**src/rtl/fcls_pkg.sv**
```systemverilog
package fcls_pkg;

	// Width of a reported length field.
	localparam int REC_BITS = 32;

	// Depth of the event queue between front and back.
	localparam int FIFO_DEPTH = 4;
	localparam int FIFO_AW    = $clog2(FIFO_DEPTH);

	// Characters that steer the parser.
	localparam logic [7:0] CH_GT   = 8'h3E;
	localparam logic [7:0] CH_LF   = 8'h0A;
	localparam logic [7:0] CH_CR   = 8'h0D;
	localparam logic [7:0] CH_N_UP = 8'h4E;
	localparam logic [7:0] CH_N_LO = 8'h6E;

	// Record kinds as carried on the output tuser bit.
	localparam logic KIND_CONTIG   = 1'b0;
	localparam logic KIND_SCAFFOLD = 1'b1;

	// One queue entry holds every record that one input word causes:
	// an optional contig record followed by an optional scaffold record.
	typedef struct packed {
		logic                has_contig;
		logic [REC_BITS-1:0] contig_len;
		logic                has_scaffold;
		logic [REC_BITS-1:0] scaffold_len;
	} fcls_evt_t;

	typedef struct packed {
		logic             full;
		logic             empty;
		logic [FIFO_AW:0] count;
	} fcls_fifo_stat_t;

	// True for the IUPAC base letters in either case, '?' and '-'.
	function automatic logic is_base(input logic [7:0] b);
		logic [7:0] up;
		logic       hit;
		up = b;
		if (b >= 8'h61 && b <= 8'h7A) begin
			up = b - 8'h20;
		end
		case (up)
			8'h54, 8'h43, 8'h41, 8'h47, 8'h55, 8'h59, 8'h52, 8'h4D, 8'h4B,
			8'h53, 8'h57, 8'h48, 8'h42, 8'h56, 8'h44, 8'h4E, 8'h3F, 8'h2D: hit = 1'b1;
			default: hit = 1'b0;
		endcase
		return hit;
	endfunction

endpackage

```
**src/rtl/fasta_contig_length_scanner_top.sv**
```systemverilog
// FASTA contig length scanner.
// The input stream carries one word per FASTA text byte: s_axis_tdata holds the
// byte and s_axis_tlast marks end of input, which closes any open scaffold and
// returns the parser to its before-first-header state.
// The output stream carries length records: m_axis_tdata is the length in bases,
// m_axis_tuser is the record kind (0 contig, 1 scaffold) and m_axis_tlast marks
// the final record caused by one input word.
// An input word that causes records has them written into a four-entry queue
// by the front parser when it is accepted, and the back stage then moves them
// into the output register, from which the first record is sent.
// Throughput is one input word per cycle while the queue has room; the output
// register sends one record per cycle while m_axis_tready is high, so a word that
// closes a scaffold with an open contig sends a contig then a scaffold record.
// When the receiver stalls, the queue absorbs up to four words worth of records
// before s_axis_tready drops; words that cause no records also wait while it is full.
// Reset clears the parser, the queue and the output valid; the block is ready
// for input as soon as reset is released.
module fasta_contig_length_scanner_top #(
	parameter int LENGTH_BITS = 32
) (
	input  logic        clk,
	input  logic        arst_n,
	input  logic        s_axis_tvalid,
	output logic        s_axis_tready,
	input  logic [7:0]  s_axis_tdata,   // [7:0] text_byte
	input  logic        s_axis_tlast,   // end_of_file
	output logic        m_axis_tvalid,
	input  logic        m_axis_tready,
	output logic [31:0] m_axis_tdata,   // [31:0] length_bases
	output logic        m_axis_tuser,   // [0] record_kind
	output logic        m_axis_tlast    // last_of_run
);
	import fcls_pkg::*;

	logic            in_accept;
	logic            push;
	logic            pop;
	fcls_evt_t       push_evt;
	fcls_evt_t       head_evt;
	fcls_fifo_stat_t fifo_stat;

	// Input is taken whenever the queue has room for the records of one word.
	assign s_axis_tready = !fifo_stat.full;
	assign in_accept     = s_axis_tvalid && s_axis_tready;

	// Front: parses each byte, keeps the counters and builds queue entries.
	fcls_front #(
		.LENGTH_BITS(LENGTH_BITS)
	) u_front (
		.clk        (clk),
		.arst_n     (arst_n),
		.accept     (in_accept),
		.text_byte  (s_axis_tdata),
		.end_of_file(s_axis_tlast),
		.push       (push),
		.evt        (push_evt)
	);

	// Queue that decouples parsing from the output handshake.
	fcls_fifo u_fifo (
		.clk   (clk),
		.arst_n(arst_n),
		.push  (push),
		.wr_evt(push_evt),
		.pop   (pop),
		.rd_evt(head_evt),
		.stat  (fifo_stat)
	);

	// Back: splits each entry into one record per output word.
	fcls_back u_back (
		.clk       (clk),
		.arst_n    (arst_n),
		.head_evt  (head_evt),
		.head_empty(fifo_stat.empty),
		.pop       (pop),
		.out_valid (m_axis_tvalid),
		.out_ready (m_axis_tready),
		.out_kind  (m_axis_tuser),
		.out_len   (m_axis_tdata),
		.out_last  (m_axis_tlast)
	);

	// A scaffold record always ends the records of its input word.
	a_scaffold_last: assert property (@(posedge clk) disable iff (!arst_n)
		m_axis_tvalid && m_axis_tuser == KIND_SCAFFOLD |-> m_axis_tlast)
		else $error("scaffold record without tlast");

	// A contig record that is not last is followed at once by its scaffold record.
	a_pair_follows: assert property (@(posedge clk) disable iff (!arst_n)
		m_axis_tvalid && m_axis_tready && !m_axis_tlast
		|=> m_axis_tvalid && m_axis_tuser == KIND_SCAFFOLD)
		else $error("scaffold record did not follow its contig record");

	// The queue never overflows or underflows, and its fill never passes its depth.
	a_fifo_bounds: assert property (@(posedge clk) disable iff (!arst_n)
		!(push && fifo_stat.full && !pop) && !(pop && fifo_stat.empty)
		&& (fifo_stat.count <= (FIFO_AW+1)'(FIFO_DEPTH)))
		else $error("event queue overflow or underflow");

endmodule

```
**src/rtl/fcls_front.sv**
```systemverilog
module fcls_front #(
	parameter int LENGTH_BITS = 32
) (
	input  logic                  clk,
	input  logic                  arst_n,
	input  logic                  accept,
	input  logic [7:0]            text_byte,
	input  logic                  end_of_file,
	output logic                  push,
	output fcls_pkg::fcls_evt_t   evt
);
	import fcls_pkg::*;

	typedef enum logic [2:0] {
		MODE_BEFORE = 3'b001,
		MODE_HEADER = 3'b010,
		MODE_SEQ    = 3'b100
	} mode_t;

	localparam logic [LENGTH_BITS-1:0] CNT_MAX = '1;

	mode_t                  mode_q, mode_d;
	logic [LENGTH_BITS-1:0] scaf_q, scaf_d;
	logic [LENGTH_BITS-1:0] contig_q, contig_d;
	logic                   gap_q, gap_d;
	logic                   seen_q, seen_d;
	logic                   push_c;
	logic [REC_BITS-1:0]    scaf32, contig32;

	// Reported lengths saturate at the record width.
	generate
		if (LENGTH_BITS > REC_BITS) begin : g_sat
			assign scaf32   = (|scaf_q[LENGTH_BITS-1:REC_BITS]) ? '1 : scaf_q[REC_BITS-1:0];
			assign contig32 = (|contig_q[LENGTH_BITS-1:REC_BITS]) ? '1 :
				contig_q[REC_BITS-1:0];
		end else begin : g_ext
			assign scaf32   = REC_BITS'(scaf_q);
			assign contig32 = REC_BITS'(contig_q);
		end
	endgenerate

	always_comb begin
		mode_d   = mode_q;
		scaf_d   = scaf_q;
		contig_d = contig_q;
		gap_d    = gap_q;
		seen_d   = seen_q;
		push_c   = 1'b0;
		evt      = '0;
		if (end_of_file || (mode_q == MODE_SEQ && text_byte == CH_GT)) begin
			// Scaffold close, either by a new header or by end of input.
			if (mode_q != MODE_BEFORE) begin
				push_c             = 1'b1;
				evt.has_contig     = !gap_q || !seen_q;
				evt.contig_len     = gap_q ? '0 : contig32;
				evt.has_scaffold   = 1'b1;
				evt.scaffold_len   = scaf32;
			end
			mode_d   = end_of_file ? MODE_BEFORE : MODE_HEADER;
			scaf_d   = '0;
			contig_d = '0;
			gap_d    = 1'b1;
			seen_d   = 1'b0;
		end else begin
			unique case (mode_q)
				MODE_HEADER: begin
					if (text_byte == CH_LF || text_byte == CH_CR) begin
						mode_d = MODE_SEQ;
					end
				end
				MODE_SEQ: begin
					if (is_base(text_byte)) begin
						scaf_d = (scaf_q == CNT_MAX) ? scaf_q : scaf_q + 1'b1;
						if (text_byte == CH_N_UP || text_byte == CH_N_LO) begin
							if (!gap_q) begin
								push_c         = 1'b1;
								evt.has_contig = 1'b1;
								evt.contig_len = contig32;
								contig_d       = '0;
								gap_d          = 1'b1;
							end
						end else begin
							contig_d = (contig_q == CNT_MAX) ? contig_q : contig_q + 1'b1;
							gap_d    = 1'b0;
							seen_d   = 1'b1;
						end
					end
				end
				MODE_BEFORE: begin
					if (text_byte == CH_GT) begin
						mode_d   = MODE_HEADER;
						scaf_d   = '0;
						contig_d = '0;
						gap_d    = 1'b1;
						seen_d   = 1'b0;
					end
				end
				default: mode_d = MODE_BEFORE;
			endcase
		end
	end

	assign push = accept && push_c;

	always_ff @(posedge clk or negedge arst_n) begin
		if (!arst_n) begin
			mode_q   <= MODE_BEFORE;
			scaf_q   <= '0;
			contig_q <= '0;
			gap_q    <= 1'b1;
			seen_q   <= 1'b0;
		end else if (accept) begin
			mode_q   <= mode_d;
			scaf_q   <= scaf_d;
			contig_q <= contig_d;
			gap_q    <= gap_d;
			seen_q   <= seen_d;
		end
	end

endmodule

```
**src/rtl/fcls_fifo.sv**
```systemverilog
module fcls_fifo (
	input  logic                      clk,
	input  logic                      arst_n,
	input  logic                      push,
	input  fcls_pkg::fcls_evt_t       wr_evt,
	input  logic                      pop,
	output fcls_pkg::fcls_evt_t       rd_evt,
	output fcls_pkg::fcls_fifo_stat_t stat
);
	import fcls_pkg::*;

	fcls_evt_t          entry_q [FIFO_DEPTH];
	logic [FIFO_AW-1:0] wr_ptr_q, rd_ptr_q;
	logic [FIFO_AW:0]   count_q;

	assign rd_evt     = entry_q[rd_ptr_q];
	assign stat.count = count_q;
	assign stat.empty = (count_q == '0);
	assign stat.full  = (count_q == (FIFO_AW+1)'(FIFO_DEPTH));

	always_ff @(posedge clk) begin
		if (push) begin
			entry_q[wr_ptr_q] <= wr_evt;
		end
	end

	always_ff @(posedge clk or negedge arst_n) begin
		if (!arst_n) begin
			wr_ptr_q <= '0;
			rd_ptr_q <= '0;
			count_q  <= '0;
		end else begin
			if (push) begin
				wr_ptr_q <= wr_ptr_q + 1'b1;
			end
			if (pop) begin
				rd_ptr_q <= rd_ptr_q + 1'b1;
			end
			if (push && !pop) begin
				count_q <= count_q + 1'b1;
			end else if (pop && !push) begin
				count_q <= count_q - 1'b1;
			end
		end
	end

endmodule

```
**src/rtl/fcls_back.sv**
```systemverilog
module fcls_back (
	input  logic                       clk,
	input  logic                       arst_n,
	input  fcls_pkg::fcls_evt_t        head_evt,
	input  logic                       head_empty,
	output logic                       pop,
	output logic                       out_valid,
	input  logic                       out_ready,
	output logic                       out_kind,
	output logic [fcls_pkg::REC_BITS-1:0] out_len,
	output logic                       out_last
);
	import fcls_pkg::*;

	fcls_evt_t cur_q;
	logic      pend_c_q, pend_s_q;

	fcls_evt_t src;
	logic      src_c, src_s, src_valid, from_head, slot_free, load;

	// Finish a partly sent entry before taking the next one from the queue.
	assign from_head = !(pend_c_q || pend_s_q);
	assign src       = from_head ? head_evt : cur_q;
	assign src_c     = from_head ? head_evt.has_contig : pend_c_q;
	assign src_s     = from_head ? head_evt.has_scaffold : pend_s_q;
	assign src_valid = from_head ? !head_empty : 1'b1;
	assign slot_free = !out_valid || out_ready;
	assign load      = slot_free && src_valid;
	assign pop       = load && from_head;

	always_ff @(posedge clk) begin
		if (load) begin
			cur_q <= src;
			if (src_c) begin
				out_kind <= KIND_CONTIG;
				out_len  <= src.contig_len;
				out_last <= !src_s;
			end else begin
				out_kind <= KIND_SCAFFOLD;
				out_len  <= src.scaffold_len;
				out_last <= 1'b1;
			end
		end
	end

	always_ff @(posedge clk or negedge arst_n) begin
		if (!arst_n) begin
			out_valid <= 1'b0;
			pend_c_q  <= 1'b0;
			pend_s_q  <= 1'b0;
		end else if (slot_free) begin
			out_valid <= src_valid;
			if (load) begin
				pend_c_q <= 1'b0;
				pend_s_q <= src_c && src_s;
			end
		end
	end

endmodule
```
**config.mk**
```make
export PLATFORM = sky130hd
export DESIGN_NAME = fasta_contig_length_scanner_top
export DESIGN_NICKNAME = d
export VERILOG_FILES = /design/src/rtl/fcls_pkg.sv /design/src/rtl/fasta_contig_length_scanner_top.sv /design/src/rtl/fcls_front.sv /design/src/rtl/fcls_fifo.sv /design/src/rtl/fcls_back.sv
export SDC_FILE = /design/constraint.sdc
export NUM_CORES = 1
export LEC_CHECK = 0
export BUFFER_PORTS_ARGS = -buffer_cell sky130_fd_sc_hd__buf_2
export CAP_MARGIN = 20
export CORE_ASPECT_RATIO = 1.75
export CORE_MARGIN = 4
export CORE_UTILIZATION = 35
export DETAILED_ROUTE_END_ITERATION = 10
export PLACE_DENSITY = 0.52
export SYNTH_ARGS = -nofsm -noshare
export SYNTH_HDL_FRONTEND = slang
export SYNTH_HIERARCHICAL = 1
export SYNTH_SLANG_ARGS = --single-unit
```
**constraint.sdc**
```tcl
create_clock -name clk -period 5.6 [get_ports clk]
set_input_delay 0 -clock clk [delete_from_list [all_inputs] [get_ports clk]]
set_output_delay 0 -clock clk [all_outputs]
set_load 0.02 [all_outputs]
```
== Word-level counts from Yosys, hierarchy flattened ==
Memory sizes are Yosys's and may differ from the RTL's.
Cells that the tools add are included.

* Bits in writable memories: 264
* Memories kept: 1
* Output and inout port bits: 36
* Word-level logic and storage cells: 155
* Flip-flop bits (word level): 177

* Reductions and logical operators: 34
* Multiplexer cells: 56
* Equal/unequal tests: 38
* Bitwise gates (word level): 1
* $lt $le $gt $ge: 2
* Add/subtract/negate cells: 7

{| class="wikitable"
|+ Memory list
! name !! depth !! bits a word !! read ports !! clocked after Yosys merged registers in !! write ports !! line !! text
|-
| u_fifo.entry_q || 4 || 66 || 1 || 0 || 1 || fcls_fifo.sv:12 || <nowiki>fcls_evt_t entry_q [FIFO_DEPTH];</nowiki>
|}

{| class="wikitable"
|+ Operator list
! operator !! number
|-
| $mux 32 || 11
|-
| $mux 33 || 6
|-
| $eq 8x7->1 const B || 18
|-
| $pmux 32 s2 || 2
|-
| $mux 66 || 1
|-
| $mux 65 || 1
|-
| $add 32x1->32 const B || 2
|-
| $eq 32x32->1 const B || 2
|-
| $eq 8x6->1 const B || 3
|-
| $mux 8 || 3
|-
| $mux 1 || 23
|-
| $reduce_or 18->1 || 1
|-
| $eq 8x4->1 const B || 2
|-
| $mux 3 || 5
|-
| $reduce_and 5->1 || 2
|-
| $logic_and 1x1->1 || 9
|-
| $logic_not 1->1 || 9
|-
| $ne 3x1->1 const B || 3
|-
| $ne 3x3->1 const B || 3
|-
| $pmux 3 s3 || 1
|-
| $ge 8x7->1 const B || 1
|-
| $le 8x7->1 const B || 1
|-
| $ne 4x4->1 const B || 2
|-
| $reduce_and 4->1 || 2
|-
| other kinds (17) || 25
|}

== Longest topological paths before layout ==
* Word-level depth: 18
* Mapped depth: 17
* Gate-level depth less buffers: 16

== Hierarchy ==
Netlist, hierarchy kept.

{| class="wikitable"
|+ By module, submodules not included
! module !! cells an instance !! area an instance (µm²) !! instances !! sequential area each (µm²)
|-
| fcls_fifo || 379 || 9937.0 || 1 || 8102.8
|-
| fcls_front || 593 || 4784.6 || 1 || 1729.2
|-
| fcls_back || 253 || 3121.7 || 1 || 2031.9
|-
| fasta_contig_length_scanner_top || 2 || 10.0 || 1 || 0.0
|}

== Least setup slack after synthesis ==
Ideal clock, no wire load.

* Kind: flip-flop to flip-flop
* Start: register u_back.out_valid
* End: register u_back/cur_q[0] (netlist bit) (enable)
* Arrival time: 3.866 ns
* Data required time: 5.088 ns
* Stages on the path, launching flop included: 3
* Setup slack: 1.222 ns
* Clock period less this slack: 4.378 ns
* Library setup time: 0.512 ns
* Buffers on the path: 0
* Path through: dfrtp_1 nor2b_1 a21oi_1

* Word-level cells in the longest chain between the ends: 3

{| class="wikitable"
|+ RTL lines
! element !! line !! text
|-
| start: declaration || fcls_back.sv:7 || <nowiki>output logic out_valid,</nowiki>
|-
| start signal: assignment || fcls_back.sv:52 || <nowiki>out_valid <= src_valid;</nowiki>
|-
| $logic_not 1->1 || fcls_back.sv:27 || <nowiki>assign slot_free = !out_valid || out_ready;</nowiki>
|-
| $logic_or 1x1->1 || fcls_back.sv:27 ||
|-
| $logic_and 1x1->1 || fcls_back.sv:28 || <nowiki>assign load = slot_free && src_valid;</nowiki>
|-
| named net u_back.load || fcls_back.sv:19 || <nowiki>logic src_c, src_s, src_valid, from_head, slot_free, load;</nowiki>
|-
| end signal: assignment || fcls_back.sv:33 || <nowiki>cur_q <= src;</nowiki>
|-
| end: declaration || fcls_back.sv:15 || <nowiki>fcls_evt_t cur_q;</nowiki>
|}

The timed path passes the listed nets, and every way through them passes these cells.
A chain may end at the register's enable or synchronous reset.

== Worst setup path in the final report ==
* Start: input port s_axis_tdata[1]
* End: memory u_fifo/entry_q[0][57] (netlist bit) (enable)

* Word-level cells in the longest chain between the ends: 16
* Elaborated cells on any way between the ends: 42

{| class="wikitable"
|+ RTL lines
! element !! line !! text
|-
| start: declaration || fasta_contig_length_scanner_top.sv:25 || <nowiki>input logic [7:0] s_axis_tdata,</nowiki>
|-
| $ge 8x7->1 or $le 8x7->1 (tied branches) || fcls_pkg.sv:41 || <nowiki>if (b >= 8'h61 && b <= 8'h7A) begin</nowiki>
|-
| $logic_and 1x1->1 || fcls_pkg.sv:41 ||
|-
| $mux 8 || fcls_pkg.sv:41 ||
|-
| $mux 8 || fcls_front.sv:65 || <nowiki>unique case (mode_q)</nowiki>
|-
| $mux 8 || fcls_front.sv:50 || <nowiki>if (end_of_file || (mode_q == MODE_SEQ && text_byte == CH_GT)) begin</nowiki>
|-
| $eq 8x7->1 or $eq 8x6->1 (tied branches) || fcls_pkg.sv:44 || <nowiki>case (up)</nowiki>
|-
| $reduce_or 18->1 || fcls_pkg.sv:44 ||
|-
| $mux 1 || fcls_pkg.sv:44 ||
|-
| $mux 1 || fcls_front.sv:65 ||
|-
| $mux 1 || fcls_front.sv:50 ||
|-
| $mux 1 || fcls_front.sv:72 || <nowiki>if (is_base(text_byte)) begin</nowiki>
|-
| $mux 1 || fcls_front.sv:65 ||
|-
| $mux 1 (*) || fcls_front.sv:50 ||
|-
| $logic_and 1x1->1 (*) || fcls_front.sv:103 || <nowiki>assign push = accept && push_c;</nowiki>
|-
| named net push || fasta_contig_length_scanner_top.sv:36 || <nowiki>logic push;</nowiki>
|-
| $mux 1 (*) || fcls_fifo.sv:22 || <nowiki>if (push) begin</nowiki>
|-
| $mux 1 (not written as such) (*) || fcls_fifo.sv:23 || <nowiki>entry_q[wr_ptr_q] <= wr_evt;</nowiki>
|-
| end: declaration || fcls_fifo.sv:12 ||
|}

The timed path passes the listed nets; every way through them passes the cells marked *. The select of a mux whose other input is x is not followed.

==> results.md <==
Status:
- The flow ran to the end, and the final reports show no timing, DRC or antenna violations.

Setup path:
- The reg-to-reg setup timing slack is 2.34 ns.
- The largest individual stage delay along the critical path comes from the cell sky130_fd_sc_hd__and2_2.
- Along the worst path, the maximum fanout reaches 27.
- The largest stage delay on the critical path is 0.76 ns.
- The buffering stage count on the worst path with inverters included is 2.
- In this run the worst setup path terminates at u_fifo/entry_q[0][57].
- The origin of the worst setup path is s_axis_tdata[1].
- STA puts the critical path data required time at 5.81 ns.
- In this run the number of cells on the critical path is 11.
- The critical setup path kind is input pin to register.
- Among cell families on the critical path, the largest total delay comes from simple AND/OR/NAND/NOR gates.
- The worst setup path is captured at a register.
- The startpoint class of the critical path is an input pin.
- Walking the worst path, the cells encountered are buf_2 > or4_1 > and4_4 > a221o_1 > a21o_1 > nor4_4 > nand2_1 > nor2_1 > o21a_1 > and2_2 > buf_4.
- The launch point of the worst reg-to-reg path is u_front/contig32[0].
- The critical path data arrival time is 3.71 ns.
- Counting cells, the worst reg-to-reg path comes to 10.
- The endpoint of the lowest-slack register-to-register path is u_front/contig32[19].

CTS:
- The master cell of the clock root buffer is sky130_fd_sc_hd__clkbuf_16.
- The count of clock tree sinks is 408.
- The clock passes through at most 3 buffers.
- The clock edge transition at the registers on the reported setup and hold paths is 0.07 ns.
- The total setup buffers inserted after CTS is 0.
- Counting the buffers created by CTS gives 37.
- The H-tree was split into 2 levels.
- The later pin in the worst-skew pair is clocked with a latency of 0.54 ns.
- The number of resized instances in the post-cts repair step is 0.
- TritonCTS built the clock tree.
- The total of hold buffers inserted after clock tree synthesis is 5.

Logic synthesis:
- During synthesis, Yosys emitted a total of 6 warnings.
- Among all cell types in the netlist, the one instantiated most often is sky130_fd_sc_hd__edfxtp_1.
- The adder-cell share of the synthesized area is 0.6728%.
- The cell area that synthesis handed to floorplanning was 17,850 um2.
- Ranked by instance count, the synthesized netlist is headed by sky130_fd_sc_hd__edfxtp_1, sky130_fd_sc_hd__o21ai_0, sky130_fd_sc_hd__dfrtp_1.
- The number of nets in the synthesized netlist is 1,249.
- Yosys mapped the design onto 70 distinct sky130hd cell types.
- Counting flops and latches in the post-synthesis netlist gives 408.
- The xor-xnor portion of the synthesized cell area is 0.4415%.
- Summed over its instances, the top area cell type makes up 55.50% of the synthesized netlist area.
- In the post-synthesis netlist, the biggest area contributors are sky130_fd_sc_hd__edfxtp_1, sky130_fd_sc_hd__dfrtp_1, sky130_fd_sc_hd__mux4_2.
- The synthesized area per cell is 14.55 um2.
- The share of synthesized area spent on multiplexers is 10.31%.
- The compound-cell area share of the yosys netlist is 9.055%.
- By area, the combinational part of the netlist is dominated by multiplexers.
- The largest total area in the synthesized netlist belongs to sky130_fd_sc_hd__edfxtp_1.
- Synthesis handed over a netlist of 1,227 instances.
- The share of synthesized flip-flops with an asynchronous set or reset is 19.12%.
- The number of flops mapped to enable cells by yosys is 330.
- The sequential-to-total area share from yosys stat is 66.45%.
- The area fraction in and, or, nand and nor cells after synthesis is 9.622%.
- The predominant post-synthesis flop cell is sky130_fd_sc_hd__edfxtp_1.

Global routing:
- The first global-routing pass estimated 61,100 um of wire.
- The number of antenna violations at the first check in global routing was 0.
- For this run the aggregate overflow at the end of global routing stands at 0.
- Entering global routing, the biggest net connects 77 pins.
- The via count of the first global-routing pass is 10,391.
- For this run, the total global-route usage over all layers was measured as 14.22%.

STA:
- The final count of pins violating max slew came to 0.
- The post-route clock skew is 0.02300 ns.
- The final setup violation count is 0.
- The final hold violation count was 0.
- The final setup slack of the worst path is 2.103 ns.
- At the pin with the least slew margin, the transition time is 1.035 ns.
- The final critical-path share of the clock period is 62.45%.
- Counting I/O delays and the setup requirement, the final critical path takes 3.497 ns.
- In this run the tightest slew margin relative to its limit is 30.98%.
- For this run, the top clock speed supported by timing is 0.2859 GHz.
- Setup repair after global routing left no endpoint under its margin.
- For the final routed database, the setup TNS stands at 0 ns.

Placement:
- The HPWL after detailed placement is 25,540 um.
- Routability-driven placement finished with a final weighted congestion of 0.7957.
- The worst setup slack after placement is 1.526 ns.
- Once placement finished, the instance area stood at 18,720 um2.
- The quantity of I/O buffers inserted on ports is 48.

Cells and area:
- From synthesis to final layout, the design area changed by 11.66%.
- The count of antenna diodes in the layout is 0.
- The final layout net count is 1,293.
- The post-route standard cell area excluding fillers is 19,940 um2.
- The fraction of final layout cells with drive strength greater than 1 is 17.10%.

Die:
- The core region area is 50,460 um2.
- 49 I/O pins were placed.
- The die is 178.7 um wide.
- The height of the die is 306.8 um.
- The area enclosed by the die boundary is 54,830 um2.
- Row generation in the floorplan step produced 109 rows.
- For this configuration, the core starts out at a cell density of 35.38%.

Flow run:
- The number of max-cap violations is 0.

Power and ir drop:
- For this design the ratio of total power to cell area is 449.0 nW/um2.
- Summed over all cells, the static leakage comes to 7.146 nW.
- IR analysis of the VDD net gives a maximum drop of 0.0002279 V.

Detailed routing:
- The detailed-routing iteration count for the pre-antenna-repair pass is 5.
- The remaining design rule violation count is 0.
- The routed layout has 10,219 vias.
- After detailed routing, the average wire length per cell comes to 19.77 um.
- The final layout contains routed wiring with a total length of 38,820 um.
- The detail route stage leaves a number of antenna-violating nets equal to 0.
- The first routing iteration left 642 violations.
- After detailed routing, the number of vias per cell comes to 5.203.

Min path:
- The worst hold path class is input pin to register.
-- metal layers --
metal	track usage [%]	part of all wire, %	routed length [um]
met1	17.40	40	15640
met2	26.22	54	21040
met3	1.697	3.3	1298
met4	4.020	2.2	843
met5	0	0	0
-- cells by family (layout without fill, tap and decap cells) --
kind of cell | after synthesis | after routing
AO/OA/AOI/OAI | 264 | 264
multiplexers | 101 | 101
flip-flops | 408 | 408
AND/OR/NAND/NOR | 317 | 317
XOR/XNOR | 9 | 9
adder cells (fa/ha/maj) | 9 | 9
buffers and inverters | 119 | 190
-- final cells by class --
| type | instances | area (um2) |
|---|---|---|
| flip-flops and latches | 408 | 11870 |
| well taps | 666 | 833.3 |
| clock inverters | 19 | 206.4 |
| multi-input cells | 700 | 5404 |
| inverters | 48 | 180.2 |
| repair buffers | 76 | 478.0 |
| fillers | 4759 | 30530 |
| clock buffers | 47 | 963.4 |
-- flip-flops by register name, indices dropped and copies added (netlist names), 2 cells and up --
| name | cells |
|---|---|
| u_fifo/wr_ptr_q | 2 |
| u_front/mode_q | 3 |
| u_back/out_len | 32 |
| u_fifo/count_q | 3 |
| u_front/contig32 | 32 |
| u_fifo/rd_ptr_q | 2 |
| u_fifo/entry_q | 264 |
| u_back/cur_q | 32 |
| u_front/scaf32 | 32 |
-- cells in the final DEF (no fill, tap or decap), drive strengths merged, types with 36 or more instances in the layout --
cell type / n
nor2: 47
nand2: 71
o21ai: 149
buf: 71
dfrtp: 76
edfxtp: 330
mux4: 66
clkbuf: 47
nand3: 36
inv: 49
and2: 70
-- where the power goes --
part / internal [mW] / switching (mW) / total (mW) / leakage (nW)
Combinational: 0.953 / 1.38 / 2.34 / 2.29
Clock: 1.37 / 1.11 / 2.48 / 0.557
Sequential: 3.88 / 0.250 / 4.13 / 4.30
-- through the flow --
step,power (mW),hold WS [ns],utilization (%),cells
floorplan,6.019,-0.2956,-,1227
global placement,6.580,-0.1027,37.09,1893
detailed placement,6.625,-0.09843,37.09,1893
CTS,9.136,0.06957,39.51,1964
global route,9.461,0.1323,39.51,1964
finish,8.951,0.09306,39.51,1964
-- worst min-delay path by stage --
stage	startpoint	to	slack, ns	cells past startpoint
floorplan	arst_n	u_back/out_valid	-0.30	0
global placement	arst_n	u_front/scaf32[17]	-0.10	1
detailed placement	arst_n	u_front/scaf32[11]	-0.1	1
CTS	s_axis_tdata[7]	u_front/mode_q[0]	0.07	5
global route	s_axis_tdata[7]	u_front/mode_q[0]	0.13	5
finish	s_axis_tdata[7]	u_front/mode_q[0]	0.09	5
-- tightest hold or removal path, stage by stage --
cell	delay (ns)
sky130_fd_sc_hd__buf_2	0.15
sky130_fd_sc_hd__nor2_1	0.10
sky130_fd_sc_hd__nand3_1	0.09
sky130_fd_sc_hd__a21oi_1	0.10
sky130_fd_sc_hd__o22a_1	0.19
Power figures use the tool's default switching activity.
